===== config.mk =====
export PLATFORM = sky130hd
export DESIGN_NAME = btm_step
export DESIGN_NICKNAME = d
export VERILOG_FILES = /design/src/btm_pkg.sv /design/src/btm_step.sv
export SDC_FILE = /design/constraint.sdc
export NUM_CORES = 2
export LEC_CHECK = 0
export BUFFER_PORTS_ARGS = -buffer_cell sky130_fd_sc_hd__buf_2
export CAP_MARGIN = 25
export CORE_MARGIN = 2
export CORE_UTILIZATION = 36
export CTS_CLUSTER_DIAMETER = 50
export CTS_CLUSTER_SIZE = 30
export DETAILED_ROUTE_END_ITERATION = 16
export PLACE_DENSITY = 0.57
export REMOVE_ABC_BUFFERS = 1
export SYNTH_ARGS = -nofsm -noshare
export SYNTH_HDL_FRONTEND = slang
export SYNTH_SLANG_ARGS = --single-unit

===== constraint.sdc =====
create_clock -name clk -period 2.71 [get_ports clk]
set_input_delay 0.542 -clock clk [delete_from_list [all_inputs] [get_ports clk]]
set_output_delay 0.542 -clock clk [all_outputs]
set_load 0.05 [all_outputs]

===== src/btm_pkg.sv =====
`default_nettype none

package btm_pkg;

	localparam int unsigned MAX_SIZE = 64;

	localparam int SIZE_W  = 7;
	localparam int SHAPE_W = 2;
	localparam int HARD_W  = 8;
	localparam int COORD_W = 6;
	localparam int ALPHA_W = 8;
	localparam int CFG_IDX_W  = 2;
	localparam int CFG_DATA_W = 8;

	// Working widths of the soft falloff search.
	localparam int W_W  = 24;
	localparam int M_W  = 14;
	localparam int SQ_W = 48;
	localparam int D2_W = 15;

	localparam logic [ALPHA_W-1:0] ALPHA_FULL = 8'hFF;
	localparam logic [ALPHA_W-1:0] ALPHA_NONE = 8'h00;

	// 255^2 and 255^4: the Q8 unit of the falloff and its square.
	localparam logic [16:0] Q_ONE    = 17'd65025;
	localparam logic [31:0] Q_ONE_SQ = 32'd4228250625;

	// Angled nib limits: 200*(X+Y)^2 <= (7n+20)^2.
	localparam logic [23:0] NIB_SCALE = 24'd200;
	localparam logic [8:0]  NIB_MUL   = 9'd7;
	localparam logic [8:0]  NIB_ADD   = 9'd20;

	typedef enum logic [SHAPE_W-1:0] {
		SHAPE_ROUND  = 2'd0,
		SHAPE_SOFT   = 2'd1,
		SHAPE_SQUARE = 2'd2,
		SHAPE_ANGLED = 2'd3
	} btm_shape_t;

	typedef enum logic [CFG_IDX_W-1:0] {
		REG_BRUSH_SIZE = 2'd0,
		REG_TIP_SHAPE  = 2'd1,
		REG_HARDNESS   = 2'd2
	} btm_reg_t;

	// One item on its way through the falloff search.
	typedef struct packed {
		logic                   vld;
		logic                   srch;
		logic [ALPHA_W-1:0]     a;
		logic [ALPHA_W-1:0]     k;
		logic signed [W_W-1:0]  w;
		logic [M_W-1:0]         m;
		logic [SQ_W-1:0]        dd;
	} btm_srch_t;

endpackage

`default_nettype wire


===== src/btm_step.sv =====
`default_nettype none

module btm_step import btm_pkg::*; (
	input  logic       clk,
	input  logic       arst_n,
	input  logic       en,
	input  logic [2:0] shamt,
	input  btm_srch_t  prev,
	output btm_srch_t  next
);

	btm_srch_t             base_s1;
	logic [ALPHA_W-1:0]    cand_s1;
	logic signed [W_W-1:0] wc_s1;
	logic [SQ_W-1:0]       sq_s1;

	logic [ALPHA_W-1:0]    cand_a;
	logic [W_W-1:0]        mstep_a;
	logic signed [W_W-1:0] wc_a;

	// Try this bit of alpha: the remaining margin shrinks by bit * m.
	assign cand_a  = prev.k | (ALPHA_W'(1) << shamt);
	assign mstep_a = W_W'(prev.m) << shamt;
	assign wc_a    = prev.w - signed'(mstep_a);

	always_ff @(posedge clk or negedge arst_n) begin
		if (!arst_n) begin
			base_s1 <= '0;
			cand_s1 <= '0;
			wc_s1   <= '0;
			sq_s1   <= '0;
		end else if (en) begin
			base_s1 <= prev;
			cand_s1 <= cand_a;
			wc_s1   <= wc_a;
			sq_s1   <= SQ_W'(wc_a[W_W-2:0]) * SQ_W'(wc_a[W_W-2:0]);
		end
	end

	// The bit is kept when the margin is not negative and covers the radius.
	logic      ok_b;
	btm_srch_t next_b;

	assign ok_b = !wc_s1[W_W-1] && (base_s1.dd <= sq_s1);

	always_comb begin
		next_b = base_s1;
		if (ok_b) begin
			next_b.k = cand_s1;
			next_b.w = wc_s1;
		end
	end

	always_ff @(posedge clk or negedge arst_n) begin
		if (!arst_n) begin
			next <= '0;
		end else if (en) begin
			next <= next_b;
		end
	end

endmodule

`default_nettype wire


==> results by group <==
Global routing
  – Largest net degree at the start of global routing: 81
  – Met2 usage: 0.352
  – Vias in the first global route: 24000
  – M3 GR Usage: 0.0278
  – M1 GR Usage: 0.243
  – Initial antenna violation count: 4
  – First-pass GRT wire length: 128000 um
  – Total GRT Usage: 0.198
  – Top Usage Layer GRT: met2
  – Remaining Overflow, GRT: 0

Floorplan
  – Starting density of the core: 0.364
  – Total I/O pin count: 214
  – Core area: 79000 sq um
  – Height of the die: 287 um
  – Full die area: 82200 sq um
  – Die W: 287 um
  – Rows: 103

Timing
  – Setup TNS: -232.94 ns
  – Final hold violation count: 0
  – Setup violations, final: 88
  – Normalized max-slew margin: 0.596
  – Slew @ Worst Pin: 0.601 ns
  – Fmax: 112 MHz
  – Crit path time final: 8.93 ns
  – RSZ-0062 raised after global routing: yes
  – Pins Over Slew Limit: 0
  – Final cycle utilization of the critical path: 3.29
  – Final setup margin: -6.22 ns
  – Setup Skew: 0.0650 ns

Setup path
  – Slowest stage cell, crit path: fa_1
  – Crit Path Class: in2reg
  – Reg-to-Reg End: next[72]
  – CP Max Fanout: 4
  – Reg2reg path depth: 10
  – Critical Path Sink Type: flop
  – Launch point of the worst reg-to-reg path: base_s1[42]
  – CP dominant cell by count: fa_1
  – Reg-to-reg setup timing slack: -0.34 ns
  – Data required, critical path: 3.18 ns
  – Critical Path End: sq_s1[34]
  – CP arrival: 9.40 ns
  – Worst setup SP type: input port
  – CP max stage delay: 0.57 ns
  – CP startpoint: prev[54]

Synth
  – Syn. warnings: 0
  – Post-synth cell types: 82
  – Yosys reg bits: 284
  – Post-synthesis async set-or-reset flop share: 1.00
  – Synthesized instance count: 2887
  – Seq/Total Area, Yosys: 0.247
  – Syn Std Cell Area: 28800 sq um
  – Top_reg_cell synth: dfrtp_1
  – Count of flip-flops with a built-in enable after synthesis: 0
  – Mean Syn Cell Area: 9.96 sq um

Layout
  – Syn-to-layout area delta: 37.9%
  – Final Util: 0.502
  – Non-Filler Instances: 4747
  – Total Nets Final: 4393
  – Layout cells sized above 1: 0.404
  – Layout fillers: 7231

Placed design
  – Place WS: -7.30 ns
  – I/O Buffers: 213
  – HPWL Detailed: 64800 um
  – Final GP Congestion: 0.886
  – Placed insts: 4570

Routing
  – Iter 0 DRT Violations: 1108
  – Final wirelength: 82300 um
  – Antenna viol nets, final: 0
  – DR vias/cell: 4.83
  – Wire per inst: 17.3 um
  – # DRC: 0
  – Drt pass-1 iters: 5
  – Routed via count: 22900

Job
  – Max_cap viols: 0

CTS
  – CTS tree: built
  – Clock tree buffer depth: 3
  – CTS sink cnt: 284
  – Root buffer cell: clkbuf_16
  – Clock slew at reported path FFs: 0.06 ns
  – Clk_lat worst skew: 0.59 ns
  – CTS Buf Count: 42
  – H-tree depth: 2

Outcome
  – Violated checks: setup timing
  – Outcome: finished with violations

Worst hold path
  – Hold crit path type: in2reg
cell families after synthesis:
| family | after synthesis | synth area share |
|---|---|---|
| AO/OA/AOI/OAI | 372 | 0.0841 |
| multiplexers | 228 | 0.0897 |
| flip-flops | 284 | 0.247 |
| AND/OR/NAND/NOR | 618 | 0.0961 |
| buffers and inverters | 703 | 0.0924 |
| adder cells (fa/ha/maj) | 622 | 0.372 |
| XOR/XNOR | 60 | 0.0188 |
registers in the layout (all words and copies together), names as in the netlist:
signal / cells
base_s1: 104
next: 104
sq_s1: 44
wc_s1: 24
cand_s1: 8
worst min path at each step:
stage | start | endpoint | slack, ns | cells past startpoint
after floorplan | arst_n | base_s1[0] | 0.25 | 0
after global placement | arst_n | next[89] | 0.43 | 1
after detailed placement | arst_n | next[89] | 0.44 | 1
after CTS | prev[101] | base_s1[101] | 0.15 | 2
after global routing | prev[45] | base_s1[45] | 0.16 | 2
final | prev[18] | base_s1[18] | 0.18 | 2
synthesized netlist by cell type, drive strengths merged, types with 49 or more instances:
cell type,instances,area share
nand3,50,0.0087
nand2,184,0.024
nor2,247,0.032
a21oi,100,0.018
a21o,49,0.013
o21ai,94,0.016
inv,577,0.075
dfrtp,284,0.25
fa,388,0.27
mux2,197,0.077
clkbuf,103,0.013
ha,234,0.10
cell usage in the layout (no fill, tap or decap), types with 39 or more instances in the layout:
cell       count
mux2_2       194
inv_1        524
o21ai_0       39
buf_6         71
a21oi_1       56
buf_4        538
dfrtp_1      284
ha_4          44
ha_1         187
clkbuf_16     42
inv_2         46
a21o_1        49
nand3_1       46
buf_2        203
nor2_1       208
fa_1         365
nand2_1      157
stage by stage:
step	instance area (sq um)	hold slack (ns)
after global placement	35100	0.435
after CTS	37900	0.146
after global routing	39700	0.158
after detailed placement	35100	0.443
final	39700	0.177
after floorplan	28300	0.246
area by class of cell:
cell class | count | area, sq um | area share
tap | 1050 | 1310 | 0.0331
multi-input combinational | 1900 | 20900 | 0.528
timing repair buffer | 854 | 6650 | 0.168
sequential | 284 | 7110 | 0.179
clock buffer | 44 | 1070 | 0.0269
antenna | 2 | 5.00 | 0.000126
inverter | 579 | 2200 | 0.0555
clock inverter | 34 | 378 | 0.00953
layer usage:
metal  part of all wire  vias up  routed length [um]
li1                   -    10800                   -
met1               0.40    11600               33200
met2               0.52      444               43000
met3              0.041      156                3360
met4              0.033        4                2690
met5            0.00028        -                  23
worst max-delay path: cells and delay by family:
kind                       cells  cell delay (ns)
and+or+nand+nor                2             0.31
buffers and inverters          8             0.96
xor gates and xnor gates       1             0.17
muxes                          3             0.70
AOI/OAI and AO/OA             12             2.71
adders and majority gates      9             4.01
timing repair:
| action | CTS | global route |
|---|---|---|
| hold buffers | 1 | 0 |
| gates resized for setup | 252 | 319 |
| pin swaps | 100 | 239 |
| endpoints found under the hold margin | 27 | 0 |
| setup buffers | 44 | 57 |
| gates cloned | 1 | 0 |
| endpoints found under the setup margin | 94 | 93 |
Power is left out: the tool's default activity adds up to more than one toggle a clock period on the data nets, which glitch-free logic cannot reach.
