### src/btm_pkg.sv
`default_nettype none

package btm_pkg;

	localparam int unsigned MAX_SIZE = 64;

	localparam int SIZE_W  = 7;
	localparam int SHAPE_W = 2;
	localparam int HARD_W  = 8;
	localparam int COORD_W = 6;
	localparam int ALPHA_W = 8;
	localparam int CFG_IDX_W  = 2;
	localparam int CFG_DATA_W = 8;

	// Working widths of the soft falloff search.
	localparam int W_W  = 24;
	localparam int M_W  = 14;
	localparam int SQ_W = 48;
	localparam int D2_W = 15;

	localparam logic [ALPHA_W-1:0] ALPHA_FULL = 8'hFF;
	localparam logic [ALPHA_W-1:0] ALPHA_NONE = 8'h00;

	// 255^2 and 255^4: the Q8 unit of the falloff and its square.
	localparam logic [16:0] Q_ONE    = 17'd65025;
	localparam logic [31:0] Q_ONE_SQ = 32'd4228250625;

	// Angled nib limits: 200*(X+Y)^2 <= (7n+20)^2.
	localparam logic [23:0] NIB_SCALE = 24'd200;
	localparam logic [8:0]  NIB_MUL   = 9'd7;
	localparam logic [8:0]  NIB_ADD   = 9'd20;

	typedef enum logic [SHAPE_W-1:0] {
		SHAPE_ROUND  = 2'd0,
		SHAPE_SOFT   = 2'd1,
		SHAPE_SQUARE = 2'd2,
		SHAPE_ANGLED = 2'd3
	} btm_shape_t;

	typedef enum logic [CFG_IDX_W-1:0] {
		REG_BRUSH_SIZE = 2'd0,
		REG_TIP_SHAPE  = 2'd1,
		REG_HARDNESS   = 2'd2
	} btm_reg_t;

	// One item on its way through the falloff search.
	typedef struct packed {
		logic                   vld;
		logic                   srch;
		logic [ALPHA_W-1:0]     a;
		logic [ALPHA_W-1:0]     k;
		logic signed [W_W-1:0]  w;
		logic [M_W-1:0]         m;
		logic [SQ_W-1:0]        dd;
	} btm_srch_t;

endpackage

`default_nettype wire

### src/btm_geom.sv
`default_nettype none

module btm_geom import btm_pkg::*; (
	input  logic               clk,
	input  logic               arst_n,
	input  logic               en,
	input  logic               in_vld,
	input  logic [COORD_W-1:0] pixel_x,
	input  logic [COORD_W-1:0] pixel_y,
	input  logic [SIZE_W-1:0]  brush_size,
	input  btm_shape_t         tip_shape,
	input  logic [HARD_W-1:0]  hardness,
	output btm_srch_t          res
);

	// Stage 1: captured coordinates.
	logic               vld_s1;
	logic [COORD_W-1:0] px_s1;
	logic [COORD_W-1:0] py_s1;

	// Stage 2: centred doubled coordinates and size products.
	logic               vld_s2;
	logic               oor_s2;
	btm_shape_t         shape_s2;
	logic [SIZE_W-1:0]  n_s2;
	logic signed [7:0]  x_s2;
	logic signed [7:0]  y_s2;
	logic signed [8:0]  sum_s2;
	logic signed [8:0]  diff_s2;
	logic [M_W-1:0]     m_s2;
	logic [M_W-1:0]     nh_s2;

	// Stage 3: squares.
	logic               vld_s3;
	logic               oor_s3;
	btm_shape_t         shape_s3;
	logic [13:0]        xx_s3;
	logic [13:0]        yy_s3;
	logic [15:0]        ss_s3;
	logic [15:0]        df2_s3;
	logic [12:0]        nn_s3;
	logic [17:0]        lim2_s3;
	logic [27:0]        nh2_s3;
	logic [21:0]        w0_s3;
	logic [M_W-1:0]     m_s3;

	// Stage 4: distance and the hard shape decisions.
	logic               vld_s4;
	logic               oor_s4;
	btm_shape_t         shape_s4;
	logic [ALPHA_W-1:0] a_s4;
	logic [D2_W-1:0]    d2_s4;
	logic               disc_s4;
	logic [27:0]        nh2_s4;
	logic [21:0]        w0_s4;
	logic [M_W-1:0]     m_s4;

	// Stage 1
	always_ff @(posedge clk or negedge arst_n) begin
		if (!arst_n) begin
			vld_s1 <= 1'b0;
		end else if (en) begin
			vld_s1 <= in_vld;
		end
	end

	always_ff @(posedge clk) begin
		if (en) begin
			px_s1 <= pixel_x;
			py_s1 <= pixel_y;
		end
	end

	// Stage 2 logic
	logic [SIZE_W-1:0] n_a;
	logic              oor_a;
	logic signed [7:0] x_a;
	logic signed [7:0] y_a;
	logic [14:0]       m_full_a;
	logic [14:0]       nh_full_a;

	always_comb begin
		if (brush_size == '0) begin
			n_a = SIZE_W'(1);
		end else if (brush_size > SIZE_W'(MAX_SIZE)) begin
			n_a = SIZE_W'(MAX_SIZE);
		end else begin
			n_a = brush_size;
		end
	end

	assign oor_a     = ({1'b0, px_s1} >= n_a) || ({1'b0, py_s1} >= n_a);
	assign x_a       = signed'({1'b0, px_s1, 1'b0}) - signed'({1'b0, n_a - SIZE_W'(1)});
	assign y_a       = signed'({1'b0, py_s1, 1'b0}) - signed'({1'b0, n_a - SIZE_W'(1)});
	assign m_full_a  = 15'(n_a) * 15'(8'd255 - hardness);
	assign nh_full_a = 15'(n_a) * 15'(hardness);

	always_ff @(posedge clk or negedge arst_n) begin
		if (!arst_n) begin
			vld_s2 <= 1'b0;
		end else if (en) begin
			vld_s2 <= vld_s1;
		end
	end

	always_ff @(posedge clk) begin
		if (en) begin
			oor_s2   <= oor_a;
			shape_s2 <= tip_shape;
			n_s2     <= n_a;
			x_s2     <= x_a;
			y_s2     <= y_a;
			sum_s2   <= {x_a[7], x_a} + {y_a[7], y_a};
			diff_s2  <= {y_a[7], y_a} - {x_a[7], x_a};
			m_s2     <= m_full_a[M_W-1:0];
			nh_s2    <= nh_full_a[M_W-1:0];
		end
	end

	// Stage 3 logic
	logic signed [15:0] xx_b;
	logic signed [15:0] yy_b;
	logic signed [17:0] ss_b;
	logic signed [17:0] df2_b;
	logic [13:0]        nn_b;
	logic [8:0]         lim_b;

	assign xx_b  = x_s2 * x_s2;
	assign yy_b  = y_s2 * y_s2;
	assign ss_b  = sum_s2 * sum_s2;
	assign df2_b = diff_s2 * diff_s2;
	assign nn_b  = 14'(n_s2) * 14'(n_s2);
	assign lim_b = 9'(n_s2) * NIB_MUL + NIB_ADD;

	always_ff @(posedge clk or negedge arst_n) begin
		if (!arst_n) begin
			vld_s3 <= 1'b0;
		end else if (en) begin
			vld_s3 <= vld_s2;
		end
	end

	always_ff @(posedge clk) begin
		if (en) begin
			oor_s3   <= oor_s2;
			shape_s3 <= shape_s2;
			xx_s3    <= xx_b[13:0];
			yy_s3    <= yy_b[13:0];
			ss_s3    <= ss_b[15:0];
			df2_s3   <= df2_b[15:0];
			nn_s3    <= nn_b[12:0];
			lim2_s3  <= 18'(lim_b) * 18'(lim_b);
			nh2_s3   <= 28'(nh_s2) * 28'(nh_s2);
			w0_s3    <= 22'(n_s2) * 22'(Q_ONE);
			m_s3     <= m_s2;
		end
	end

	// Stage 4 logic
	logic [D2_W-1:0]    d2_c;
	logic               disc_c;
	logic               nib_c;
	logic [ALPHA_W-1:0] a_c;

	assign d2_c   = D2_W'(xx_s3) + D2_W'(yy_s3);
	assign disc_c = d2_c <= D2_W'(nn_s3);
	assign nib_c  = (24'(ss_s3) * NIB_SCALE <= 24'(lim2_s3)) &&
		(df2_s3 <= 16'({nn_s3, 1'b0}));

	always_comb begin
		unique case (shape_s3)
			SHAPE_ROUND:  a_c = disc_c ? ALPHA_FULL : ALPHA_NONE;
			SHAPE_SOFT:   a_c = disc_c ? ALPHA_FULL : ALPHA_NONE;
			SHAPE_SQUARE: a_c = ALPHA_FULL;
			SHAPE_ANGLED: a_c = nib_c ? ALPHA_FULL : ALPHA_NONE;
			default:      a_c = ALPHA_NONE;
		endcase
	end

	always_ff @(posedge clk or negedge arst_n) begin
		if (!arst_n) begin
			vld_s4 <= 1'b0;
		end else if (en) begin
			vld_s4 <= vld_s3;
		end
	end

	always_ff @(posedge clk) begin
		if (en) begin
			oor_s4   <= oor_s3;
			shape_s4 <= shape_s3;
			a_s4     <= oor_s3 ? ALPHA_NONE : a_c;
			d2_s4    <= d2_c;
			disc_s4  <= disc_c;
			nh2_s4   <= nh2_s3;
			w0_s4    <= w0_s3;
			m_s4     <= m_s3;
		end
	end

	// Stage 5 logic: soft core test and the squared search bound.
	logic            core_d;
	logic [30:0]     d2q_d;
	btm_srch_t       res_d;

	assign d2q_d  = 31'(d2_s4) * 31'(Q_ONE);
	assign core_d = d2q_d <= 31'(nh2_s4);

	always_comb begin
		res_d.vld  = vld_s4;
		res_d.srch = !oor_s4 && (shape_s4 == SHAPE_SOFT) && disc_s4 && !core_d;
		res_d.a    = a_s4;
		res_d.k    = ALPHA_NONE;
		res_d.w    = signed'(W_W'(w0_s4));
		res_d.m    = m_s4;
		res_d.dd   = SQ_W'(d2_s4) * SQ_W'(Q_ONE_SQ);
	end

	always_ff @(posedge clk or negedge arst_n) begin
		if (!arst_n) begin
			res <= '0;
		end else if (en) begin
			res <= res_d;
		end
	end

endmodule

`default_nettype wire

### config.mk
export PLATFORM = sky130hd
export DESIGN_NAME = btm_geom
export DESIGN_NICKNAME = d
export VERILOG_FILES = /design/src/btm_pkg.sv /design/src/btm_geom.sv
export SDC_FILE = /design/constraint.sdc
export NUM_CORES = 2
export LEC_CHECK = 0
export ABC_AREA = 0
export CAP_MARGIN = 20
export CELL_PAD_IN_SITES_DETAIL_PLACEMENT = 0
export CELL_PAD_IN_SITES_GLOBAL_PLACEMENT = 1
export CORE_AREA = 10 10 326 328
export CTS_CLUSTER_DIAMETER = 30
export DETAILED_ROUTE_END_ITERATION = 8
export DIE_AREA = 0 0 336 338
export DONT_BUFFER_PORTS = 1
export PLACE_DENSITY_LB_ADDON = 0.1
export RECOVER_POWER = 50
export SLEW_MARGIN = 5
export SYNTH_ARGS = -nofsm -noshare
export SYNTH_HDL_FRONTEND = slang
export SYNTH_SLANG_ARGS = --single-unit
### constraint.sdc
create_clock -name clk -period 11.8 [get_ports clk]
set_input_delay 0.59 -clock clk [delete_from_list [all_inputs] [get_ports clk]]
set_output_delay 0.59 -clock clk [all_outputs]
set_load 0.02 [all_outputs]
==> results.md <==
* CP peak stage delay at 0.74 ns
* Wirelength per Cell at 17.2 um
* Crit path max fanout at 15
* Hold WC Path Type: input port to flip-flop
* Seq cells post-synth at between 300 and 400
* Via Count at 27,567
* Clock buffer depth at 3
* Number of I/O port buffers at 0
* Core area at between 90,000 and 100,000 um^2
* M1 GR Usage at 24.7%
* Ys flop type: edfxtp_1
* Clock root cell: clkbuf_16
* Vias in the first global route at 29,340
* Avg Cell Area, Syn at around 11 um^2
* Post-synth top cells: inv_1 (818), ha_1 (703), fa_1 (532), edfxtp_1 (301), xnor2_1 (204)
* Synth top area cells: fa_1 (24%), edfxtp_1 (20%), ha_1 (20%)
* Part of the Yosys area used for sequential elements at 25.1%
* # DRC at 0
* Fmax at 123 MHz
* Largest net degree at the start of global routing at 405
* First-pass iteration count of the detailed router at 5
* Nets at 5,502
* Gpl congestion at 0.814
* Starting DRT DRC Count at 1,054
* Cell taking the most area after synthesis: fa_1
* Hold Buf Count CTS at 17
* Number of post-CTS setup repair buffers at 0
* Synthesized area at 44,600 um^2
* CTS H-tree lvls at 3
* Post-DRT Antenna Nets at 0
* Worst reg2reg startpoint: n_s2[0]
* Kind of start point of the critical path: flip-flop
* Global routing usage on met3 at 3.89%
* Worst Tran Pin Value at 5.80 ns
* Crit path kind: flip-flop to flip-flop
* Routed WL at ~97,000 um
* Reg clk slew, reported paths at 0.05 ns
* Initial Utilization at 44.8%
* Max-slew violation count at 87
* Max-capacitance violation count at 1
* Inserted Clock Buffers at 101
* Critical Path Sink Type: flip-flop
* Asr flop ratio synth at 22.2%
* Layout area overhead at 11.6%
* Die Wd at 336 um
* EDFF count, synth at 301
* Congestion Overflow GR at 0
* Critical Path Slowest Stage Cell: edfxtp_1
* Setup Viol. Count Final at 0
* Antenna diodes at 0
* Grt peak-use layer: met2
* Yosys top cell area share at between 20% and 30%
* CP Data Required Time at 12.25 ns
* Via-to-Cell Ratio at 4.90
* First-pass GRT wire length at 160,000 um
* Syn. warnings at 0
* Final Cycle Share at between 60% and 70%
* Minimum clock period at 8.11 ns
* Final Hold Vio Count at 0
* Layout filler cell count at roughly 9,200
* Worst-Skew Late Latency at 0.70 ns
* Setup TNS at 0 ns
* Post-synthesis instance total at 4,187
* WP data arrival at 8.56 ns
* I/O pin total at 137
* Status: complete, but fails checks
* HPWL after DPL at just under 80,000 um
* Initial antenna violation count at 4
* Die area at 114,000 um^2
* Hold path start: en
* Met2 Use GR at 27.8%
* CTS tree: built
* Cell row count at 116
* Tot GR Track Use at 17.7%
* Layout cells sized above 1 at 6.22%
* Clock Sinks at 387
* Worst setup startpoint: n_s2[0]
* Slew HR at -287%
* Die height at about 340 um
* Yosys cell types at slightly above 70
* Failing checks: max-capacitance violations, max-slew violations
* Unrepaired setup endpoints after global routing: false
* Count leader, synth: inv_1
* Worst Skew at slightly above 0.06 ns
* Post-CTS sizing at 0
==> layout make-up <==
class | instances | area, um^2 | area share (%)
Clock buffer | 115 | 2620 | 5.26
Clock inverter | 77 | 1130 | 2.27
Inverter | 821 | 3080 | 6.19
Multi-Input combinational cell | 2901 | 29900 | 60.1
Sequential cell | 387 | 11200 | 22.5
Tap cell | 1298 | 1620 | 3.26
Timing Repair Buffer | 22 | 194 | 0.390
==> worst paths after layout <==
path | cells past startpoint | end | slack, ns
max | 28 | lim2_s3[17] | 3.69
min | 0 | m_s3[3] | 0.06
max reg2reg | 28 | lim2_s3[17] | 3.69
min reg2reg | 0 | nh2_s4[8] | 0.36
max in group asynchronous | 2 | res[100] | 5.39
min in group asynchronous | 2 | res[82] | 2.62
==> routing by layer <==
metal	routed length (um)	part of all wire (%)
met1	46300	48
met2	43400	45
met3	5070	5.2
met4	1890	2.0
met5	9	0.0093
==> critical path: cells and delay by family (launching register included) <==
kind | cells | cell delay [ns]
xor+xnor | 2 | 0.56
fa+ha+maj | 9 | 3.05
buf+inv | 6 | 1.07
simple gates | 2 | 0.46
compound gates | 9 | 1.96
flops | 1 | 0.74
==> kinds of logic (layout without fill, tap and decap cells) <==
group / Yosys count / after routing / share of synthesized area, %
AO/OA/AOI/OAI: 507 / 507 / 7.20
XOR/XNOR: 258 / 258 / 5.10
adder cells (fa/ha/maj): 1237 / 1237 / 43.6
buffers and inverters: 916 / 1035 / 7.91
flip-flops: 387 / 387 / 25.1
multiplexers: 82 / 82 / 2.05
other: 2 / 19 / 0.0168
AND/OR/NAND/NOR: 798 / 798 / 8.97
==> flip-flops by register name, summed over array words and instances, names as in the netlist, 8 cells and up <==
register,flops
res,82
ss_s3,13
m_s2,14
xx_s3,13
w0_s4,19
nh2_s3,27
df2_s3,14
sum_s2,8
nh2_s4,27
nn_s3,12
w0_s3,18
m_s4,14
d2_s4,14
lim2_s3,15
nh_s2,14
x_s2,8
diff_s2,8
yy_s3,12
m_s3,14
==> metrics by stage <==
step	instance area, um^2	utilization, %	hold slack, ns	setup WS (ns)	instances
3_3_place_gp	45900	46.1	0.302	3.80	5412
4_1_cts	49800	50.0	0.0416	3.61	5621
2_1_floorplan	44700	-	0.294	4.67	4204
3_5_place_dp	45900	46.1	0.303	3.66	5412
5_1_grt	49800	50.0	0.0302	2.98	5621
6_report	49800	50.0	0.0578	3.69	5621
==> placed cells by master, fill, tap and decap left out, drive strengths merged, types with 53 or more instances in the layout <==
| cell | count |
|---|---|
| a21oi | 176 |
| mux2 | 76 |
| a21o | 83 |
| nand2 | 202 |
| and2 | 187 |
| xor2 | 53 |
| nor2 | 180 |
| fa | 532 |
| clkbuf | 118 |
| inv | 828 |
| o21ai | 83 |
| nor2b | 57 |
| nand2b | 58 |
| edfxtp | 301 |
| dfrtp | 86 |
| ha | 703 |
| xnor2 | 204 |
Power is not shown: default switching activity piles up to over one toggle a cycle in this logic, so the estimate is an artifact.
